$ cat config.mk
export PLATFORM = sky130hd
export DESIGN_NAME = lane_edge_point_tracker
export DESIGN_NICKNAME = d
export VERILOG_FILES = /design/src/rtl/core/lept_pkg.sv /design/src/rtl/core/lept_front.sv /design/src/rtl/core/lept_queue.sv /design/src/rtl/core/lept_back.sv /design/src/rtl/core/lane_edge_point_tracker.sv
export SDC_FILE = /design/constraint.sdc
export NUM_CORES = 1
export LEC_CHECK = 0
export BUFFER_PORTS_ARGS = -buffer_cell sky130_fd_sc_hd__buf_4
export CAP_MARGIN = 40
export CORE_ASPECT_RATIO = 1.25
export CORE_MARGIN = 5
export CORE_UTILIZATION = 50
export DETAILED_ROUTE_END_ITERATION = 16
export PLACE_DENSITY_LB_ADDON = 0.25
export SLEW_MARGIN = 10
export SYNTH_ARGS = -nofsm -noshare
export SYNTH_HDL_FRONTEND = slang
export SYNTH_SLANG_ARGS = --single-unit
$ cat constraint.sdc
create_clock -name clk -period 12.2 [get_ports clk]
set_input_delay 2.44 -clock clk [delete_from_list [all_inputs] [get_ports clk]]
set_output_delay 2.44 -clock clk [all_outputs]
set_load 0.02 [all_outputs]
$ cat src/rtl/core/lept_pkg.sv
// Shared types and constants for the lane edge point tracker.
package lept_pkg;

    localparam int ROW_W = 9;
    localparam int COL_W = 10;
    localparam int PIX_W = 8;
    localparam int DZ_W  = 9;
    localparam int TOL_W = 10;

    localparam logic [PIX_W-1:0] LINE_PIXEL = 8'd255;

    localparam logic [DZ_W-1:0]  DEADZONE_RESET  = 9'd10;
    localparam logic [TOL_W-1:0] TOLERANCE_RESET = 10'd20;

    // register index, taken from paddr[2]
    localparam logic REG_DEADZONE  = 1'b0;
    localparam logic REG_TOLERANCE = 1'b1;

    localparam logic SIDE_RIGHT = 1'b0;
    localparam logic SIDE_LEFT  = 1'b1;

    // classified pixel word handed from front to back
    typedef struct packed {
        logic [COL_W-1:0] column;
        logic             right_ok;
        logic             left_ok;
        logic             frame_end;
    } lept_class_t;

    typedef struct packed {
        logic [DZ_W-1:0]  deadzone;
        logic [TOL_W-1:0] tolerance;
    } lept_cfg_t;

    typedef struct packed {
        logic             side;
        logic             bottom_found;
        logic             line_valid;
        logic [COL_W-1:0] bottom_x;
        logic [ROW_W-1:0] bottom_y;
        logic [COL_W-1:0] top_x;
        logic [ROW_W-1:0] top_y;
        logic             last_of_frame;
    } lept_result_t;

endpackage

$ cat src/rtl/core/lept_front.sv
// Front end: accepts pixels, matches scan rows and range-checks edge candidates.
module lept_front #(
    parameter int FRAME_WIDTH  = 640,
    parameter int FRAME_HEIGHT = 480,
    parameter int NUM_POINTS   = 8,
    parameter int ROW_OFFSET   = 0,
    parameter int ROW_DIVISOR  = 2
) (
    input  logic                      in_valid,
    output logic                      in_ready,
    input  logic [lept_pkg::ROW_W-1:0] row_index,
    input  logic [lept_pkg::COL_W-1:0] column_index,
    input  logic [lept_pkg::PIX_W-1:0] pixel_value,
    input  logic                      frame_end,
    input  lept_pkg::lept_cfg_t       cfg,
    input  logic                      q_full,
    output logic                      push,
    output lept_pkg::lept_class_t     push_class,
    output logic [NUM_POINTS-1:0]     push_mask
);
    import lept_pkg::*;

    localparam int CENTRE = FRAME_WIDTH / 2;

    logic [31:0] col_ext;
    logic [31:0] row_ext;
    logic [31:0] dz_ext;
    logic        is_line;

    assign col_ext = {{(32-COL_W){1'b0}}, column_index};
    assign row_ext = {{(32-ROW_W){1'b0}}, row_index};
    assign dz_ext  = {{(32-DZ_W){1'b0}}, cfg.deadzone};
    assign is_line = (pixel_value == LINE_PIXEL);

    genvar g;
    generate
        for (g = 0; g < NUM_POINTS; g++)
        begin : g_rows
            localparam int SCAN_ROW =
                ((NUM_POINTS - g + ROW_OFFSET) * FRAME_HEIGHT) / (ROW_DIVISOR * NUM_POINTS);
            assign push_mask[g] = is_line && (row_ext == 32'(SCAN_ROW));
        end
    endgenerate

    always_comb
    begin
        push_class.column    = column_index;
        push_class.right_ok  = is_line && (col_ext >= 32'(CENTRE))
                               && ((col_ext + dz_ext) < 32'(FRAME_WIDTH));
        push_class.left_ok   = is_line && (col_ext <= 32'(CENTRE)) && (col_ext > dz_ext);
        push_class.frame_end = frame_end;
    end

    assign in_ready = !q_full;
    // drop background pixels that carry no frame end
    assign push = in_valid && !q_full && (is_line || frame_end);

endmodule

$ cat src/rtl/core/lept_queue.sv
// Four-entry word queue between front and back.
module lept_queue #(
    parameter int WIDTH = 21
) (
    input  logic             clk,
    input  logic             rst_n,
    input  logic             push,
    input  logic [WIDTH-1:0] push_data,
    output logic             full,
    input  logic             pop,
    output logic             not_empty,
    output logic [WIDTH-1:0] pop_data
);
    import lept_pkg::*;

    localparam int DEPTH = 4;

    logic [WIDTH-1:0] entry_reg [DEPTH];
    logic [1:0]       wr_ptr_reg;
    logic [1:0]       rd_ptr_reg;
    logic [2:0]       count_reg;
    logic [2:0]       count_next;

    assign full      = (count_reg == 3'(DEPTH));
    assign not_empty = (count_reg != 3'd0);
    assign pop_data  = entry_reg[rd_ptr_reg];

    always_comb
    begin
        count_next = count_reg;
        if (push && !pop)
        begin
            count_next = count_reg + 3'd1;
        end
        else if (pop && !push)
        begin
            count_next = count_reg - 3'd1;
        end
    end

    always_ff @(posedge clk or negedge rst_n)
    begin
        if (!rst_n)
        begin
            wr_ptr_reg <= '0;
            rd_ptr_reg <= '0;
            count_reg  <= '0;
        end
        else
        begin
            if (push)
            begin
                wr_ptr_reg <= wr_ptr_reg + 2'd1;
            end
            if (pop)
            begin
                rd_ptr_reg <= rd_ptr_reg + 2'd1;
            end
            count_reg <= count_next;
        end
    end

    always_ff @(posedge clk)
    begin
        if (push)
        begin
            entry_reg[wr_ptr_reg] <= push_data;
        end
    end

endmodule

$ cat src/rtl/core/lept_back.sv
// Back end: edge store update, per-side line walk and result register.
module lept_back #(
    parameter int FRAME_HEIGHT = 480,
    parameter int NUM_POINTS   = 8,
    parameter int ROW_OFFSET   = 0,
    parameter int ROW_DIVISOR  = 2
) (
    input  logic                   clk,
    input  logic                   rst_n,
    input  lept_pkg::lept_cfg_t    cfg,
    input  logic                   q_not_empty,
    input  lept_pkg::lept_class_t  q_class,
    input  logic [NUM_POINTS-1:0]  q_mask,
    output logic                   pop,
    output logic                   res_valid,
    input  logic                   res_ready,
    output lept_pkg::lept_result_t res
);
    import lept_pkg::*;

    localparam int IDX_W = $clog2(NUM_POINTS);

    localparam logic [1:0] ST_RUN  = 2'd0;
    localparam logic [1:0] ST_WALK = 2'd1;
    localparam logic [1:0] ST_EMIT = 2'd2;

    logic [ROW_W-1:0] scan_tbl [NUM_POINTS];

    genvar g;
    generate
        for (g = 0; g < NUM_POINTS; g++)
        begin : g_rows
            localparam int SCAN_ROW =
                ((NUM_POINTS - g + ROW_OFFSET) * FRAME_HEIGHT) / (ROW_DIVISOR * NUM_POINTS);
            assign scan_tbl[g] = ROW_W'(SCAN_ROW);
        end
    endgenerate

    logic [COL_W-1:0] right_col_reg [NUM_POINTS];
    logic [COL_W-1:0] left_col_reg  [NUM_POINTS];
    logic [NUM_POINTS-1:0] right_seen_reg;
    logic [NUM_POINTS-1:0] left_seen_reg;
    logic [NUM_POINTS-1:0] upd_right;
    logic [NUM_POINTS-1:0] upd_left;

    logic [1:0]       state_reg;
    logic [1:0]       state_next;
    logic             side_reg;
    logic [IDX_W-1:0] idx_reg;
    logic             bot_reg;
    logic             valid_reg;
    logic             stop_reg;
    logic [COL_W-1:0] prev_reg;
    logic [COL_W-1:0] bx_reg;
    logic [ROW_W-1:0] by_reg;
    logic [COL_W-1:0] tx_reg;
    logic [ROW_W-1:0] ty_reg;

    logic             out_valid_reg;
    lept_result_t     out_reg;

    logic             clear_store;
    logic             load_out;
    logic             cur_seen;
    logic [COL_W-1:0] cur_col;
    logic [COL_W-1:0] step;
    logic             take_bot;
    logic             take_top;
    logic             hit_stop;
    logic             last_idx;

    assign pop = (state_reg == ST_RUN) && q_not_empty;

    always_comb
    begin
        for (int i = 0; i < NUM_POINTS; i++)
        begin
            upd_right[i] = pop && q_mask[i] && q_class.right_ok
                           && (!right_seen_reg[i] || (q_class.column < right_col_reg[i]));
            upd_left[i]  = pop && q_mask[i] && q_class.left_ok
                           && (!left_seen_reg[i] || (q_class.column > left_col_reg[i]));
        end
    end

    // walk datapath: one scan row per cycle, bottom row first
    assign cur_seen = side_reg ? left_seen_reg[idx_reg] : right_seen_reg[idx_reg];
    assign cur_col  = side_reg ? left_col_reg[idx_reg]  : right_col_reg[idx_reg];
    assign step     = (cur_col > prev_reg) ? (cur_col - prev_reg) : (prev_reg - cur_col);
    assign take_bot = (state_reg == ST_WALK) && !stop_reg && cur_seen && !bot_reg;
    assign take_top = (state_reg == ST_WALK) && !stop_reg && cur_seen && bot_reg
                      && (step < cfg.tolerance);
    assign hit_stop = (state_reg == ST_WALK) && !stop_reg && cur_seen && bot_reg
                      && (step >= cfg.tolerance);
    assign last_idx = (idx_reg == IDX_W'(NUM_POINTS - 1));

    assign load_out    = (state_reg == ST_EMIT) && (!out_valid_reg || res_ready);
    assign clear_store = load_out && (side_reg == SIDE_LEFT);

    always_comb
    begin
        state_next = state_reg;
        unique case (state_reg)
            ST_RUN:
            begin
                if (pop && q_class.frame_end)
                begin
                    state_next = ST_WALK;
                end
            end
            ST_WALK:
            begin
                if (last_idx)
                begin
                    state_next = ST_EMIT;
                end
            end
            ST_EMIT:
            begin
                if (load_out)
                begin
                    state_next = (side_reg == SIDE_LEFT) ? ST_RUN : ST_WALK;
                end
            end
            default:
            begin
                state_next = ST_RUN;
            end
        endcase
    end

    always_ff @(posedge clk or negedge rst_n)
    begin
        if (!rst_n)
        begin
            state_reg      <= ST_RUN;
            side_reg       <= SIDE_RIGHT;
            idx_reg        <= '0;
            bot_reg        <= 1'b0;
            valid_reg      <= 1'b0;
            stop_reg       <= 1'b0;
            right_seen_reg <= '0;
            left_seen_reg  <= '0;
            out_valid_reg  <= 1'b0;
        end
        else
        begin
            state_reg <= state_next;
            if (clear_store)
            begin
                right_seen_reg <= '0;
                left_seen_reg  <= '0;
            end
            else
            begin
                right_seen_reg <= right_seen_reg | upd_right;
                left_seen_reg  <= left_seen_reg | upd_left;
            end

            if (pop && q_class.frame_end)
            begin
                side_reg  <= SIDE_RIGHT;
                idx_reg   <= '0;
                bot_reg   <= 1'b0;
                valid_reg <= 1'b0;
                stop_reg  <= 1'b0;
            end
            else if (state_reg == ST_WALK)
            begin
                idx_reg <= idx_reg + IDX_W'(1);
                if (take_bot)
                begin
                    bot_reg <= 1'b1;
                end
                if (take_top)
                begin
                    valid_reg <= 1'b1;
                end
                if (hit_stop)
                begin
                    stop_reg <= 1'b1;
                end
            end
            else if (load_out)
            begin
                // advance to the left side
                side_reg  <= SIDE_LEFT;
                idx_reg   <= '0;
                bot_reg   <= 1'b0;
                valid_reg <= 1'b0;
                stop_reg  <= 1'b0;
            end

            if (load_out)
            begin
                out_valid_reg <= 1'b1;
            end
            else if (res_ready)
            begin
                out_valid_reg <= 1'b0;
            end
        end
    end

    always_ff @(posedge clk)
    begin
        for (int i = 0; i < NUM_POINTS; i++)
        begin
            if (upd_right[i])
            begin
                right_col_reg[i] <= q_class.column;
            end
            if (upd_left[i])
            begin
                left_col_reg[i] <= q_class.column;
            end
        end

        if (take_bot)
        begin
            bx_reg   <= cur_col;
            by_reg   <= scan_tbl[idx_reg];
            prev_reg <= cur_col;
        end
        if (take_top)
        begin
            tx_reg   <= cur_col;
            ty_reg   <= scan_tbl[idx_reg];
            prev_reg <= cur_col;
        end

        if (load_out)
        begin
            out_reg.side          <= side_reg;
            out_reg.bottom_found  <= bot_reg;
            out_reg.line_valid    <= valid_reg;
            out_reg.bottom_x      <= bot_reg ? bx_reg : '0;
            out_reg.bottom_y      <= bot_reg ? by_reg : '0;
            out_reg.top_x         <= valid_reg ? tx_reg : '0;
            out_reg.top_y         <= valid_reg ? ty_reg : '0;
            out_reg.last_of_frame <= side_reg;
        end
    end

    assign res_valid = out_valid_reg;
    assign res       = out_reg;

endmodule

$ cat src/rtl/core/lane_edge_point_tracker.sv
// Top level of the lane edge point tracker: APB registers, front, queue and back.
// Pixels: one word per cycle while the queue is not full; a word kept by the front is written into the queue and
// reaches the edge store when the back pops it. Frame end: the back walks NUM_POINTS rows per side, one row a
// cycle; each result is loaded into the output register from the emit state once that register is free, the
// right side first, then the left side. Pixels keep flowing into the 4-word queue during the walk until it is full.
// Reset (rst_n low, asynchronous): queue and edge store empty, no result pending,
// edge_deadzone = 10, step_tolerance = 20.
module lane_edge_point_tracker #(
    parameter int FRAME_WIDTH  = 640,
    parameter int FRAME_HEIGHT = 480,
    parameter int NUM_POINTS   = 8,
    parameter int ROW_OFFSET   = 0,
    parameter int ROW_DIVISOR  = 2
) (
    input  logic        clk,
    input  logic        rst_n,
    input  logic        s_tvalid,
    output logic        s_tready,
    input  logic [31:0] s_tdata,   // row_index[8:0], column_index[18:9], pixel_value[26:19]
    input  logic        s_tlast,   // frame_end
    output logic        m_tvalid,
    input  logic        m_tready,
    output logic [39:0] m_tdata,   // bottom_found[0], line_valid[1], bottom_x[11:2],
                                   // bottom_y[20:12], top_x[30:21], top_y[39:31]
    output logic [0:0]  m_tuser,   // side[0]
    output logic        m_tlast,   // last_of_frame
    input  logic        psel,
    input  logic        penable,
    input  logic        pwrite,
    input  logic [2:0]  paddr,
    input  logic [31:0] pwdata,
    output logic [31:0] prdata,
    output logic        pready
);
    import lept_pkg::*;

    localparam int QW = $bits(lept_class_t) + NUM_POINTS;

    logic [DZ_W-1:0]  deadzone_reg;
    logic [TOL_W-1:0] tolerance_reg;
    lept_cfg_t        cfg;
    logic             cfg_write;

    assign pready    = 1'b1;
    assign cfg_write = psel && penable && pwrite;

    always_ff @(posedge clk or negedge rst_n)
    begin
        if (!rst_n)
        begin
            deadzone_reg  <= DEADZONE_RESET;
            tolerance_reg <= TOLERANCE_RESET;
        end
        else if (cfg_write)
        begin
            unique case (paddr[2])
                REG_DEADZONE:  deadzone_reg  <= pwdata[DZ_W-1:0];
                REG_TOLERANCE: tolerance_reg <= pwdata[TOL_W-1:0];
                default:       deadzone_reg  <= deadzone_reg;
            endcase
        end
    end

    always_comb
    begin
        unique case (paddr[2])
            REG_DEADZONE:  prdata = {{(32-DZ_W){1'b0}}, deadzone_reg};
            REG_TOLERANCE: prdata = {{(32-TOL_W){1'b0}}, tolerance_reg};
            default:       prdata = '0;
        endcase
    end

    assign cfg.deadzone  = deadzone_reg;
    assign cfg.tolerance = tolerance_reg;

    logic                  push;
    lept_class_t           push_class;
    logic [NUM_POINTS-1:0] push_mask;
    logic                  q_full;
    logic                  q_not_empty;
    logic                  pop;
    logic [QW-1:0]         q_data;
    lept_class_t           q_class;
    logic [NUM_POINTS-1:0] q_mask;
    logic                  res_valid;
    lept_result_t          res;

    lept_front #(
        .FRAME_WIDTH  (FRAME_WIDTH),
        .FRAME_HEIGHT (FRAME_HEIGHT),
        .NUM_POINTS   (NUM_POINTS),
        .ROW_OFFSET   (ROW_OFFSET),
        .ROW_DIVISOR  (ROW_DIVISOR)
    ) u_front (
        .in_valid     (s_tvalid),
        .in_ready     (s_tready),
        .row_index    (s_tdata[8:0]),
        .column_index (s_tdata[18:9]),
        .pixel_value  (s_tdata[26:19]),
        .frame_end    (s_tlast),
        .cfg          (cfg),
        .q_full       (q_full),
        .push         (push),
        .push_class   (push_class),
        .push_mask    (push_mask)
    );

    lept_queue #(
        .WIDTH (QW)
    ) u_queue (
        .clk       (clk),
        .rst_n     (rst_n),
        .push      (push),
        .push_data ({push_mask, push_class}),
        .full      (q_full),
        .pop       (pop),
        .not_empty (q_not_empty),
        .pop_data  (q_data)
    );

    assign q_class = q_data[$bits(lept_class_t)-1:0];
    assign q_mask  = q_data[QW-1:$bits(lept_class_t)];

    lept_back #(
        .FRAME_HEIGHT (FRAME_HEIGHT),
        .NUM_POINTS   (NUM_POINTS),
        .ROW_OFFSET   (ROW_OFFSET),
        .ROW_DIVISOR  (ROW_DIVISOR)
    ) u_back (
        .clk         (clk),
        .rst_n       (rst_n),
        .cfg         (cfg),
        .q_not_empty (q_not_empty),
        .q_class     (q_class),
        .q_mask      (q_mask),
        .pop         (pop),
        .res_valid   (res_valid),
        .res_ready   (m_tready),
        .res         (res)
    );

    assign m_tvalid   = res_valid;
    assign m_tdata    = {res.top_y, res.top_x, res.bottom_y, res.bottom_x,
                         res.line_valid, res.bottom_found};
    assign m_tuser[0] = res.side;
    assign m_tlast    = res.last_of_frame;

endmodule

# [Word-level counts from Yosys, hierarchy flattened]
# Memories as Yosys holds them, arrays and structs flattened.
# Index checks and enable logic that the tools add are counted.
[totals] mem_bits_rw=244 mem_bits_ro=72 register_bits=141 inputBits=75 output_inout_bits=77 memories=4
[op_classes] add_sub_neg=8 reduce_logical=122 magnitude_cmp=25 eq_ne=20 muxes=73 bitwise=4
[memory_table] memory="u_queue.entry_reg" words=4 word_bits=21 read_ports=1 rd_clocked_by_memory_dff=0 write_ports=1 line="lept_queue.sv:18" text="logic [WIDTH-1:0] entry_reg [DEPTH];"
[memory_table] memory="u_back.left_col_reg" words=8 word_bits=10 read_ports=9 rd_clocked_by_memory_dff=0 write_ports=8 line="lept_back.sv:40" text="logic [COL_W-1:0] left_col_reg [NUM_POINTS];"
[memory_table] memory="u_back.right_col_reg" words=8 word_bits=10 read_ports=9 rd_clocked_by_memory_dff=0 write_ports=8 line="lept_back.sv:39" text="logic [COL_W-1:0] right_col_reg [NUM_POINTS];"
[memory_table] memory="(name not given)" words=8 word_bits=9 read_ports=1 rd_clocked_by_memory_dff=0 write_ports=0 line="lept_back.sv:221" text="by_reg <= scan_tbl[idx_reg];"
[op_table] cell="10-bit greater-than comparator" n=9
[op_table] cell="10-bit < comparator" n=9
[op_table] cell="1-bit logical AND" n=68
[op_table] cell="32-bit case mux with 2 select lines" n=1
[op_table] cell="1-bit 2-to-1 mux" n=53
[op_table] cell="10-bit 2-to-1 mux" n=4
[op_table] cell="9-bit by 8-bit == test with 1-bit output (second input constant)" n=4
[op_table] cell="32-bit by 10-bit < comparator with 1-bit output (second input constant)" n=1
[op_table] cell="1-bit zero test" n=22
[op_table] cell="10-bit subtractor" n=2
[op_table] cell="9-bit by 7-bit == test with 1-bit output (second input constant)" n=2
[op_table] cell="1-bit logical OR" n=18
[op_table] cell="9-bit 2-to-1 mux" n=2
[op_table] cell="8-bit 2-to-1 mux" n=2
[op_table] cell="8-bit bitwise OR" n=2
[op_table] cell="3-bit 2-to-1 mux" n=5
[op_table] cell="2-bit AND reduction" n=6
[op_table] cell="10-bit by 9-bit adder with 11-bit output" n=1
[op_table] cell="10-bit >= comparator" n=1
[op_table] cell="10-bit by 9-bit >= comparator with 1-bit output (second input constant)" n=1
[op_table] cell="10-bit by 9-bit greater-than comparator with 1-bit output" n=1
[op_table] cell="10-bit by 9-bit less-or-equal comparator with 1-bit output (second input constant)" n=1
[op_table] cell="9-bit by 5-bit == test with 1-bit output (second input constant)" n=1
[op_table] cell="9-bit by 6-bit == test with 1-bit output (second input constant)" n=1
[op_table] cell="21 further kinds" n=35

# [Longest topological paths before layout]
# Gate-level depths: netlist of run 1.
[depth] ltp_word=9 depth_mapped=23 mapped_depth_nobuf=19

# [By module]
# Synthesis of run 1 repeated with hierarchy kept, for this count alone.
[hier_totals] hier_cells=1479 area_unflattened_um2=20026.7
[modules_own_cells] mod="lept_back" area_each_um2=14765.4 n_inst=1 cells_each=1156
[modules_own_cells] mod="lept_queue" area_each_um2=3459.6 n_inst=1 cells_each=144
[modules_own_cells] mod="lane_edge_point_tracker" area_each_um2=1032.2 n_inst=1 cells_each=76
[modules_own_cells] mod="lept_front" area_each_um2=769.5 n_inst=1 cells_each=103

# [Worst setup path after synthesis of run 1]
# Ideal clock, no wire load.
[synth_path] path_kind="input -> output" startpoint="input paddr[2]" endpoint="output prdata[1]" cell_stages=3 slack_ns=6.462 arrival_time_ns=3.298 cell_sequence="clkbuf_1 clkbuf_1 o21ai_0"
[synth_between] elab_chain_len=2
[synth_rtl] element="start: declaration" line="lane_edge_point_tracker.sv:30" text="input logic [2:0] paddr,"
[synth_rtl] element="1-bit NOT (no source line)"
[synth_rtl] element="32-bit case mux with 2 select lines *" line="lane_edge_point_tracker.sv:66" text="unique case (paddr[2])"
[synth_rtl] element="end: declaration" line="lane_edge_point_tracker.sv:32" text="output logic [31:0] prdata,"
# Mark *: on every way between the ends. The rest lies on a longest branch, timed or not. The select of a mux whose other input is x is not followed.

# [Final worst setup path of run 1]
[layout_path] startpoint="register u_back.idx_reg[1]" endpoint="register u_back.ty_reg[2] (enable)"
[layout_between] elab_chain_len=6
[layout_rtl] element="start: declaration" line="lept_back.sv:49" text="logic [IDX_W-1:0] idx_reg;"
[layout_rtl] element="start signal: assignment" line="lept_back.sv:169" text="idx_reg <= idx_reg + IDX_W'(1);"
[layout_rtl] element="memory read 8 x 10 bit (on tied branches)"
[layout_rtl] element="10-bit 2-to-1 mux *" line="lept_back.sv:87" text="assign cur_col = side_reg ? left_col_reg[idx_reg] : right_col_reg[idx_reg];"
[layout_rtl] element="net u_back.cur_col[0]" line="lept_back.sv:65" text="logic [COL_W-1:0] cur_col;"
[layout_rtl] element="10-bit subtractor / 10-bit greater-than comparator (equally long branches)" line="lept_back.sv:88" text="assign step = (cur_col > prev_reg) ? (cur_col - prev_reg) : (prev_reg - cur_col);"
[layout_rtl] element="10-bit 2-to-1 mux *" line="lept_back.sv:88"
[layout_rtl] element="10-bit < comparator *" line="lept_back.sv:91" text="&& (step < cfg.tolerance);"
[layout_rtl] element="1-bit logical AND *" line="lept_back.sv:91"
[layout_rtl] element="net u_back.take_top" line="lept_back.sv:68" text="logic take_top;"
[layout_rtl] element="end: declaration" line="lept_back.sv:57" text="logic [ROW_W-1:0] ty_reg;"
# The timed path passes the listed nets; every way through them passes the cells marked *. The select of a mux whose other input is x is not followed.
# A chain may end at the register's enable or synchronous reset.

==> results of run 1 <==
layer usage:
metal  vias up  track usage (%)  wire, um  share of wire, %
li1       5730                -         -                 -
met1      6051             25.3     17800                40
met2       334             36.8     23100                52
met3        76             2.62      2160               4.9
met4         0             6.79      1420               3.2
met5         -                0         0                 0
final timing paths:
path,start,endpoint,cells after the start
worst max register to register,u_back.idx_reg[1],u_back.ty_reg[2],19
min in group asynchronous,rst_n,deadzone_reg[8],1
worst min-delay path,u_back.left_seen_reg[5],u_back.left_seen_reg[5],1
worst min register to register,u_back.left_seen_reg[5],u_back.left_seen_reg[5],1
worst max-delay path,u_back.idx_reg[1],u_back.ty_reg[2],19
max in group asynchronous,rst_n,u_back.idx_reg[0],1
layout by cell type (no fill, tap or decap), types with 23 or more instances in the layout:
master | synthesis | final
conb_1 | 2 | 27
buf_4 | 29 | 125
o21ai_0 | 35 | 35
a21oi_1 | 44 | 44
o21a_1 | 30 | 30
mux2_2 | 23 | 23
ha_1 | 206 | 206
nand2_1 | 70 | 70
inv_1 | 200 | 200
clkbuf_16 | 0 | 40
mux4_2 | 65 | 65
and2_1 | 45 | 45
a21o_1 | 31 | 31
edfxtp_1 | 323 | 323
nor2_1 | 65 | 65
nand4_1 | 30 | 30
dfrtp_1 | 48 | 46
through the flow:
step / area [um2] / hold WS [ns] / util [%] / power, mW
2_1_floorplan: 20100 / 0.464 / - / 4.34
3_3_place_gp: 21200 / 0.487 / 53.4 / 5.20
3_5_place_dp: 21400 / 0.495 / 53.6 / 5.33
4_1_cts: 22600 / 0.506 / 56.7 / 6.48
5_1_grt: 22600 / 0.537 / 56.7 / 6.93
6_report: 22600 / 0.502 / 56.7 / 6.42
final cells by class:
class / instances / area share [%]
clock buffer: 54 / 4.76
clock inverter: 17 / 0.588
sequential: 375 / 48.8
inverter: 209 / 3.48
tap: 504 / 2.80
multi-input combinational: 878 / 35.0
timing repair buffer: 130 / 4.53
power by group:
| group | internal [mW] | switching, mW | leakage (nW) |
|---|---|---|---|
| logic | 1.35 | 1.86 | 5.23 |
| registers | 1.90 | 0.189 | 3.51 |
| clock network | 0.640 | 0.482 | 0.574 |
| total | 3.89 | 2.53 | 9.31 |
kinds of logic after synthesis:
kind of cell,after synthesis,synth area share (%)
compound gates,225,7.45
xor+xnor,14,0.613
fa+ha+maj,209,13.2
buf+inv,267,5.98
flops,375,55.0
mux,111,10.3
other cells,2,0.0376
simple gates,292,7.43
==> run metrics, run 1 <==
total length of routed wires=44500 um; vias in the first global route=12.7k; multi-input logic area=0.00791 mm2; Critical Path RT=12.37 ns; drt via density=5.63; die height=234 um; CTS Buffer Depth=3; DP Cell Count=2096; via count=12.2k; row count=82; Buf/Inv on CP=4; CP max-delay cell=dfrtp_2; Fin. Hold Viols=0; htree depth=2; clk sinks=375; Rel. slew slack=47.9%; worst-path maximum fanout=28; largest net degree at the start of global routing=53; crit path cell chain=buf_4, mux4_2, mux4_2, inv_2, ha_1, inv_1, fa_1, a21o_1, a221oi_2, o21ai_1, a21o_1, mux2_1, ha_1, nor2b_1, o21bai_1, a21oi_1, nor4b_1, buf_4, and3_1; Hold Path Class=register to register; peak supply drop=0.202 mV; first-pass GRT wire length=69800 um; filler cell count=3207; gate count of the mapped netlist=1495; num ports=152; crit path time final=6.52 ns; Area contributors post-synth=edfxtp_1 (49%), ha_1 (13%), mux4_2 (7.3%); skew final=0.0193 ns; TritonCTS clock tree=done; ant diodes=0; Synth Cell Area=0.0200 mm2; DIE AREA=0.0441 mm2; Overflow after GRT=0; area leader, netlist=edfxtp_1; MaxCap Viol Count=0; Setup WS pre-CTS=5.66 ns; Chip Width=189 um; Root Driver=clkbuf_16; P per Cell Area=285 mW/mm2; crit end category=register; count leader, synth=edfxtp_1; drt pass-1 iters=7; share of the synthesized area in the top cell type=48.5%; TritonCTS Buffers=39; drt drc=0; Reg clk slew, reported paths=0.06 ns; leak pwr=9.31 nW; clk_lat worst skew=0.54 ns; Cell variety after synth=70; DRT iter0 DRCs=646; syn_area_per_cell=13.4 um2; Synth top cells by count=edfxtp_1 (323), ha_1 (206), inv_1 (200); ys flop type=edfxtp_1; Startpoint Class=register; post_cts resized=0; Setup Fix Bufs, Post-CTS=0; setup ws final=5.68 ns; final setup vio count=0; Arr. time, crit path=6.69 ns; Peak Freq=0.153 GHz; initial antenna violation count=0; Syn-to-layout area delta=12.8%; HPWL after DPL=31800 um; Total Routing Usage GR=20.3%; Post-synth EDFFs=323; crit path kind=register to register; Yosys warnings=0; max reg flops=84; worst reg-to-reg setup slack=5.68 ns; #FFs+latches synth=375; drt wl/cell=20.5 um; sequential fraction of the synthesis area=55.0%; Fin Setup TNS=0 ns; register area=0.0110 mm2; Slew @ Worst Pin=0.782 ns; share of cells above drive strength 1=17.7%; fin cells=2167; Placer Congestion=0.889; RSZ-0062 raised after global routing=false; Final period util=53.5%; Pins Over Slew Limit=0; placeable core region=0.0398 mm2; Port Buf Inserts=95; # nets final=1917; CP peak stage delay=0.72 ns; FFs w/ async S/R, synth=13.9%; status=completed; Post-DRT Antenna Nets=0; starting density of the core=50.2%; hold_buf cts=0; critical path's top delay family=multiplexers
(Power assumes the default switching activity.)
==> run 2: changes to the inputs <==
- ABC_AREA: not set -> 1
- clock period: 12.2 -> 5.52 ns (I/O delays scaled with it)
==> run 2 against run 1 <==
  * Global-route usage rose by 1.1 points
  * Cell count rose by 30%
  * Sequential cell count did not move
  * Sequential share of layout area fell by 2.0 points
  * Hold slack got worse by 0.0016 ns
  * Register-to-register slack got worse by 5.2 ns
  * Maximum frequency rose by 30%
  * Critical endpoint is now u_back.ty_reg[3]
==> run metrics, run 2 <==
status=completed (unchanged); Rel. slew slack=34.6% (was 47.9%); largest net degree at the start of global routing=90 (was 53); xor and xnor area share after synthesis=0.718% (was 0.613%); simple-gate area share of the yosys netlist=12.0% (was 7.43%); leading cell type in the layout, fill and taps excluded=inv_1 (was edfxtp_1); Pins Over Slew Limit=0 (unchanged); clk_lat worst skew=0.53 ns (was 0.54 ns); row count=83 (was 82); starting density of the core=50.5% (was 50.2%); commonest cells after routing, fill and taps aside=inv_1 (343), edfxtp_1 (323), nand2_1 (300), a21oi_1 (218), ha_1 (206) (was edfxtp_1 (323), ha_1 (206), inv_1 (200), buf_4 (125), nand2_1 (70)); Cell variety after synth=47 (was 70); leak pwr=10.5 nW (was 9.31 nW); Post-synth EDFFs=323 (unchanged); largest family of logic cells by synthesized area=adder cells (unchanged); FFs w/ async S/R, synth=13.9% (unchanged); final setup vio count=0 (unchanged); Overflow after GRT=0 (unchanged); drt pass-1 iters=5 (was 7); Compound-Gate Fraction of Synth Area=12.5% (was 7.45%); sequential fraction of the synthesis area=53.1% (was 55.0%); syn_area_per_cell=9.78 um2 (was 13.4 um2); post-synthesis mux area share=0.0543% (was 10.3%); share of the synthesized area in the top cell type=46.8% (was 48.5%); Critical Path RT=5.74 ns (was 12.37 ns); Fin. Hold Viols=0 (unchanged); clk sinks=375 (unchanged); Synth Cell Area=0.0207 mm2 (was 0.0200 mm2); peak supply drop=0.402 mV (was 0.202 mV); Synth top cells by count=inv_1 (343), edfxtp_1 (323), nand2_1 (301) (was edfxtp_1 (323), ha_1 (206), inv_1 (200)); MaxCap Viol Count=0 (unchanged); Reg clk slew, reported paths=0.06 ns (about the same); fin cells=2822 (was 2167); drt drc=0 (unchanged); TritonCTS Buffers=39 (unchanged); Yosys warnings=0 (unchanged); drt wl/cell=17.3 um (was 20.5 um); Slew @ Worst Pin=0.981 ns (was 0.782 ns); critical path's top delay family=simple AND/OR/NAND/NOR gates (was multiplexers); ant diodes=0 (unchanged); die height=238 um (was 234 um); Port Buf Inserts=95 (unchanged); num ports=152 (unchanged); htree depth=2 (unchanged); Total Routing Usage GR=21.4% (was 20.3%); count leader, synth=inv_1 (was edfxtp_1); RSZ-0062 raised after global routing=false (unchanged); TritonCTS clock tree=done (unchanged); placeable core region=0.0410 mm2 (was 0.0398 mm2); internal power=8.72 mW (was 3.89 mW); crit end category=register (unchanged); max reg flops=84 (unchanged); Fin Setup TNS=0 ns (unchanged); Startpoint Class=register (unchanged); DRT iter0 DRCs=1084 (was 646); Peak Freq=0.199 GHz (was 0.153 GHz); Buf/Inv on CP=8 (was 4); first-pass GRT wire length=78000 um (was 69800 um); share of cells above drive strength 1=10.8% (was 17.7%); most used cell, CP=nand2_1; skew final=0.0119 ns (was 0.0193 ns); ys flop type=edfxtp_1 (unchanged); Gate power share=53.4% (was 50.0%); DP Cell Count=2752 (was 2096); drt via density=5.35 (was 5.63); Arr. time, crit path=5.26 ns (was 6.69 ns); P per Cell Area=667 mW/mm2 (was 285 mW/mm2); worst-path maximum fanout=21 (was 28); Hold Path Class=register to register (unchanged); crit path kind=register to register (unchanged); HPWL after DPL=34200 um (was 31800 um); Placer Congestion=0.912 (was 0.889); via count=15.1k (was 12.2k); crit path time final=5.03 ns (was 6.52 ns); CP peak stage delay=0.44 ns (was 0.72 ns); # nets final=2525 (was 1917); Clock power frac=17.6% (was 17.5%); DIE AREA=0.0457 mm2 (was 0.0441 mm2); Post-DRT Antenna Nets=0 (unchanged); sw power=6.96 mW (was 2.53 mW); #FFs+latches synth=375 (unchanged); hold_buf cts=0 (unchanged); Flop pwr share=29.0% (was 32.5%); Root Driver=clkbuf_16 (unchanged); Chip Width=192 um (was 189 um); area leader, netlist=edfxtp_1 (unchanged); CTS Buffer Depth=3 (unchanged); CP max-delay cell=dfrtp_1 (was dfrtp_2); switching part of the total power=44.4% (was 39.5%); Final period util=91.2% (was 53.5%); filler cell count=3482 (was 3207); Synth Area in Adders=12.7% (was 13.2%); Area contributors post-synth=edfxtp_1 (47%), ha_1 (12%), inv_1 (6.2%) (was edfxtp_1 (49%), ha_1 (13%), mux4_2 (7.3%)); gate count of the mapped netlist=2120 (was 1495); initial antenna violation count=0 (unchanged); total length of routed wires=48900 um (was 44500 um); vias in the first global route=14.9k (was 12.7k); Syn-to-layout area delta=13.4% (was 12.8%)
-- run 2: cell count changes in the layout (fill, tap and decap cells not counted), sizes merged, moves of 44 or more --
| cell | delta |
|---|---|
| a21oi | +174 |
| and2 | -44 |
| nor2 | +91 |
| nand2 | +237 |
| inv | +143 |
| mux4 | -71 |
| nand3 | +81 |
| o21ai | +144 |
-- run 2: timing repair --
action / in CTS / in global routing
setup endpoints to repair: 0 / 10
setup buffers: 0 / 0
gates resized for setup: 0 / 1
-- run 2: power by group through the flow --
| stage | sequential [mW] | clock, mW | combinational, mW |
|---|---|---|---|
| 2_1_floorplan | 4.58 | 0 | 5.87 |
| 3_3_place_gp | 4.59 | 0 | 8.02 |
| 3_5_place_dp | 4.61 | 0 | 8.32 |
| 4_1_cts | 4.56 | 2.80 | 8.39 |
| 5_1_grt | 4.63 | 2.92 | 9.59 |
| 6_report | 4.56 | 2.75 | 8.38 |
-- run 2: worst paths after layout --
path / slack, ns / start / endpoint / cells after the start
min in group asynchronous: 0.63 / rst_n / deadzone_reg[8] / 1
setup / recovery: 0.49 / u_back.idx_reg[1] / u_back.ty_reg[3] / 29
setup reg to reg: 0.49 / u_back.idx_reg[1] / u_back.ty_reg[3] / 29
max in group asynchronous: 4.32 / rst_n / u_back.idx_reg[0] / 1
hold / removal: 0.50 / u_back.bx_reg[8] / u_back.res[37] / 2
hold reg to reg: 0.50 / u_back.bx_reg[8] / u_back.res[37] / 2
-- run 2: kinds of logic (layout without fill, tap and decap cells) --
group / after synthesis / after routing
muxes: 1 / 1
DFF: 375 / 375
other: 2 / 27
xor gates and xnor gates: 17 / 17
AOI/OAI and AO/OA: 478 / 478
and+or+nand+nor: 598 / 598
buffers and inverters: 440 / 565
adders and majority gates: 209 / 209
-- run 2: stage by stage --
step / hold WS (ns) / area, um2 / utilization, % / setup WS [ns] / power [mW]
2_1_floorplan: 0.440 / 20800 / - / 1.25 / 10.4
3_3_place_gp: 0.484 / 22100 / 54.0 / 0.539 / 12.6
3_5_place_dp: 0.487 / 22200 / 54.0 / 0.468 / 12.9
4_1_cts: 0.501 / 23500 / 57.3 / 0.450 / 15.7
5_1_grt: 0.523 / 23500 / 57.3 / 0.0263 / 17.1
6_report: 0.501 / 23500 / 57.3 / 0.485 / 15.7
-- run 2: area by class of cell --
class	instances	area, um2	area share [%]
Tap cell	552	691	2.94
Inverter	352	1320	5.63
Clock inverter	20	274	1.17
Clock buffer	50	1070	4.54
Multi-Input combinational cell	1330	8030	34.2
Sequential cell	375	11000	46.8
Timing Repair Buffer	143	1120	4.76
-- run 2: routing by layer --
layer  GRT usage [%]  routed length, um
met4            8.63               1850
met3            2.39               2540
met2            37.0              24300
met1            27.5              20100
met5               0                  0
-- run 2: worst min-delay path, stage by stage, from the launching register on --
cell and delay (ns):
edfxtp_1 0.32, nand2_1 0.05, inv_1 0.04
==> run 3: changes to the inputs <==
--- a/config.mk
+++ b/config.mk
@@ -9,7 +9,7 @@
 export BUFFER_PORTS_ARGS = -buffer_cell sky130_fd_sc_hd__buf_4
 export CAP_MARGIN = 40
-export CORE_ASPECT_RATIO = 1.25
+export CORE_ASPECT_RATIO = 0.75
 export CORE_MARGIN = 5
-export CORE_UTILIZATION = 50
+export CORE_UTILIZATION = 55
 export DETAILED_ROUTE_END_ITERATION = 16
 export PLACE_DENSITY_LB_ADDON = 0.25
==> constraint.sdc (replaced) <==
create_clock -name clk -period 5.52 [get_ports clk]
set_input_delay 1.104 -clock clk [delete_from_list [all_inputs] [get_ports clk]]
set_output_delay 1.104 -clock clk [all_outputs]
set_load 0.005 [all_outputs]
==> run 3 against run 2 <==
  * Sequential share of layout area increased by 0.21 points
  * Combinational power rose by 3.5%
  * Critical endpoint is now u_back.tx_reg[5]
  * Global-route usage rose by 2.6 points
  * Largest cell class unchanged
  * Cell count shrank 1.6%
  * Final area decreased by 0.44%
  * Sequential power hardly changed
  * Setup slack got worse by 0.069 ns
  * Critical path type unchanged
  * Largest power group unchanged
  * Routed wire length grew 3.0%
  * Die area shrank 8.6%
==> run metrics, run 3 (synthesis results as in run 2) <==
Placer Congestion=0.909 (was 0.912); Reg clk slew, reported paths=0.06 ns (about the same); Fin Setup TNS=0 ns (unchanged); skew final=0.0376 ns (was 0.0119 ns); Post-DRT Antenna Nets=0 (unchanged); Setup Fix Bufs, Post-CTS=0 (unchanged); crit path time final=5.10 ns (was 5.03 ns); ant diodes=0 (unchanged); Root Driver=clkbuf_16 (unchanged); status=completed (unchanged); drt pass-1 iters=7 (was 5); Rel. slew slack=42.8% (was 34.6%); r2r endpoint=u_back.tx_reg[5] (was u_back.ty_reg[3]); Hold Path Class=register to register (unchanged); share of cells above drive strength 1=10.6% (was 10.8%); vias in the first global route=15.1k (was 14.9k); row count=61 (was 83); first-pass GRT wire length=79100 um (was 78000 um); RR Startpoint=u_back.idx_reg[0] (was u_back.idx_reg[1]); initial antenna violation count=2 (was 0); worst-path maximum fanout=83 (was 21); Slew @ Worst Pin=0.858 ns (was 0.981 ns); met3 Usage GRT=4.79% (was 2.39%); post-layout util=63.0% (was 57.3%); Most Used Layer, Global Route=met2 (unchanged); hold depth=2 (unchanged); DRT iter0 DRCs=1465 (was 1084); crit end category=register (unchanged); TritonCTS Buffers=39 (unchanged); clk_lat worst skew=0.56 ns (was 0.53 ns); leading cell type in the layout, fill and taps excluded=inv_1 (unchanged); largest net degree at the start of global routing=84 (was 90); leak pwr=10.5 nW (about the same); Arr. time, crit path=5.32 ns (was 5.26 ns); htree depth=2 (unchanged); starting density of the core=55.8% (was 50.5%); P per Cell Area=673 mW/mm2 (was 667 mW/mm2); Setup WS pre-CTS=0.381 ns (was 0.468 ns); clk sinks=375 (unchanged); DIE AREA=0.0417 mm2 (was 0.0457 mm2); Fin. Hold Viols=0 (unchanged); Pins Over Slew Limit=0 (unchanged); Worst Hold End=u_back.res[36] (was u_back.res[37]); Syn-to-layout area delta=12.9% (was 13.4%); drt drc=0 (unchanged); met2 Resource Use GR=37.0% (about the same); Startpoint Class=register (unchanged); CTS Buffer Depth=3 (unchanged); Chip Width=234 um (was 192 um); # nets final=2527 (was 2525); num ports=152 (unchanged); HPWL after DPL=36000 um (was 34200 um); drt via density=5.52 (was 5.35); Overflow after GRT=0 (unchanged); hold_sp=u_back.bx_reg[7] (was u_back.bx_reg[8]); RSZ-0062 raised after global routing=false (unchanged); via count=15.3k (was 15.1k); final setup vio count=0 (unchanged); Fin Hold WS=0.502 ns (was 0.501 ns); setup ws final=0.416 ns (was 0.485 ns); most used cell, CP=nand2_1 (unchanged); drt wl/cell=18.1 um (was 17.3 um); max reg flops=84 (unchanged); Final period util=92.5% (was 91.2%); routing usage on met1=35.0% (was 27.5%); Port Buf Inserts=95 (unchanged); crit path kind=register to register (unchanged); commonest cells after routing, fill and taps aside=inv_1 (343), edfxtp_1 (323), nand2_1 (300), a21oi_1 (218), ha_1 (206) (unchanged); Total Routing Usage GR=24.0% (was 21.4%); die height=178 um (was 238 um); reg2reg path depth=32 (was 29); Critical Path RT=5.74 ns (about the same); total length of routed wires=50400 um (was 48900 um); Peak Freq=0.196 GHz (was 0.199 GHz); peak supply drop=0.397 mV (was 0.402 mV); CP max-delay cell=dfrtp_2 (was dfrtp_1); worst reg-to-reg setup slack=0.42 ns (was 0.49 ns); CP peak stage delay=0.45 ns (was 0.44 ns); TritonCTS clock tree=done (unchanged); placeable core region=0.0372 mm2 (was 0.0410 mm2); MaxCap Viol Count=0 (unchanged)
==> run 3: cell types whose count changed in the layout (fill, tap and decap cells not counted), sizes merged <==
cell / delta
bufinv: -5
clkbuf: +3
buf: +2
clkinv: +2
clkinvlp: +1
==> run 3: timing repair <==
item / CTS / global route
setup endpoints to repair: 0 / 10
hold buffers: 0 / 0
resized for setup: 0 / 1
endpoints found under the hold margin: 0 / 0
==> run 3: final cells by class <==
type	instances	area, um2
flip-flops and latches	375	11000
repair buffers	145	1150
clock inverters	18	155
well taps	504	631
fillers	2941	13800
multi-input cells	1330	8090
inverters	352	1320
clock buffers	53	1050
==> run 3: metrics by stage <==
stage	instance area (um2)	power (mW)	cells
final	23400	15.7	2777
after global routing	23400	17.1	2777
after CTS	23400	15.7	2777
after detailed placement	22200	13.1	2706
after global placement	22200	12.7	2706
after floorplan	20800	10.3	2145
==> run 3: report_power, final <==
| group | internal (mW) | switching, mW |
|---|---|---|
| combinational | 2.87 | 5.80 |
| clock | 1.43 | 1.08 |
| sequential | 4.24 | 0.319 |
| total | 8.55 | 7.20 |
==> run 3: worst max-delay path by stage <==
stage                         endpoint  slack (ns)  cells past startpoint               from
floorplan             u_back.tx_reg[0]        1.25                     29  u_back.idx_reg[0]
global placement    u_back.prev_reg[9]        0.53                     30  u_back.idx_reg[2]
detailed placement  u_back.prev_reg[8]        0.38                     31  u_back.idx_reg[0]
CTS                 u_back.prev_reg[9]        0.36                     31  u_back.idx_reg[0]
global route          u_back.tx_reg[7]        0.06                     32  u_back.idx_reg[0]
finish                u_back.tx_reg[5]        0.42                     32  u_back.idx_reg[0]
==> run 3: critical path, delay by kind of cell, from the launching register on <==
| family | cells | cell delay [ns] |
|---|---|---|
| AND/OR/NAND/NOR | 17 | 1.75 |
| buffers and inverters | 9 | 1.22 |
| adder cells (fa/ha/maj) | 3 | 0.82 |
| flip-flops | 1 | 0.45 |
| AO/OA/AOI/OAI | 3 | 0.45 |
==> run 3: layer usage <==
metal  part of all wire (%)  wire length (um)
met3                    7.6              3830
met2                     44             22300
met1                     45             22900
met4                    2.6              1310
met5                  0.026                13
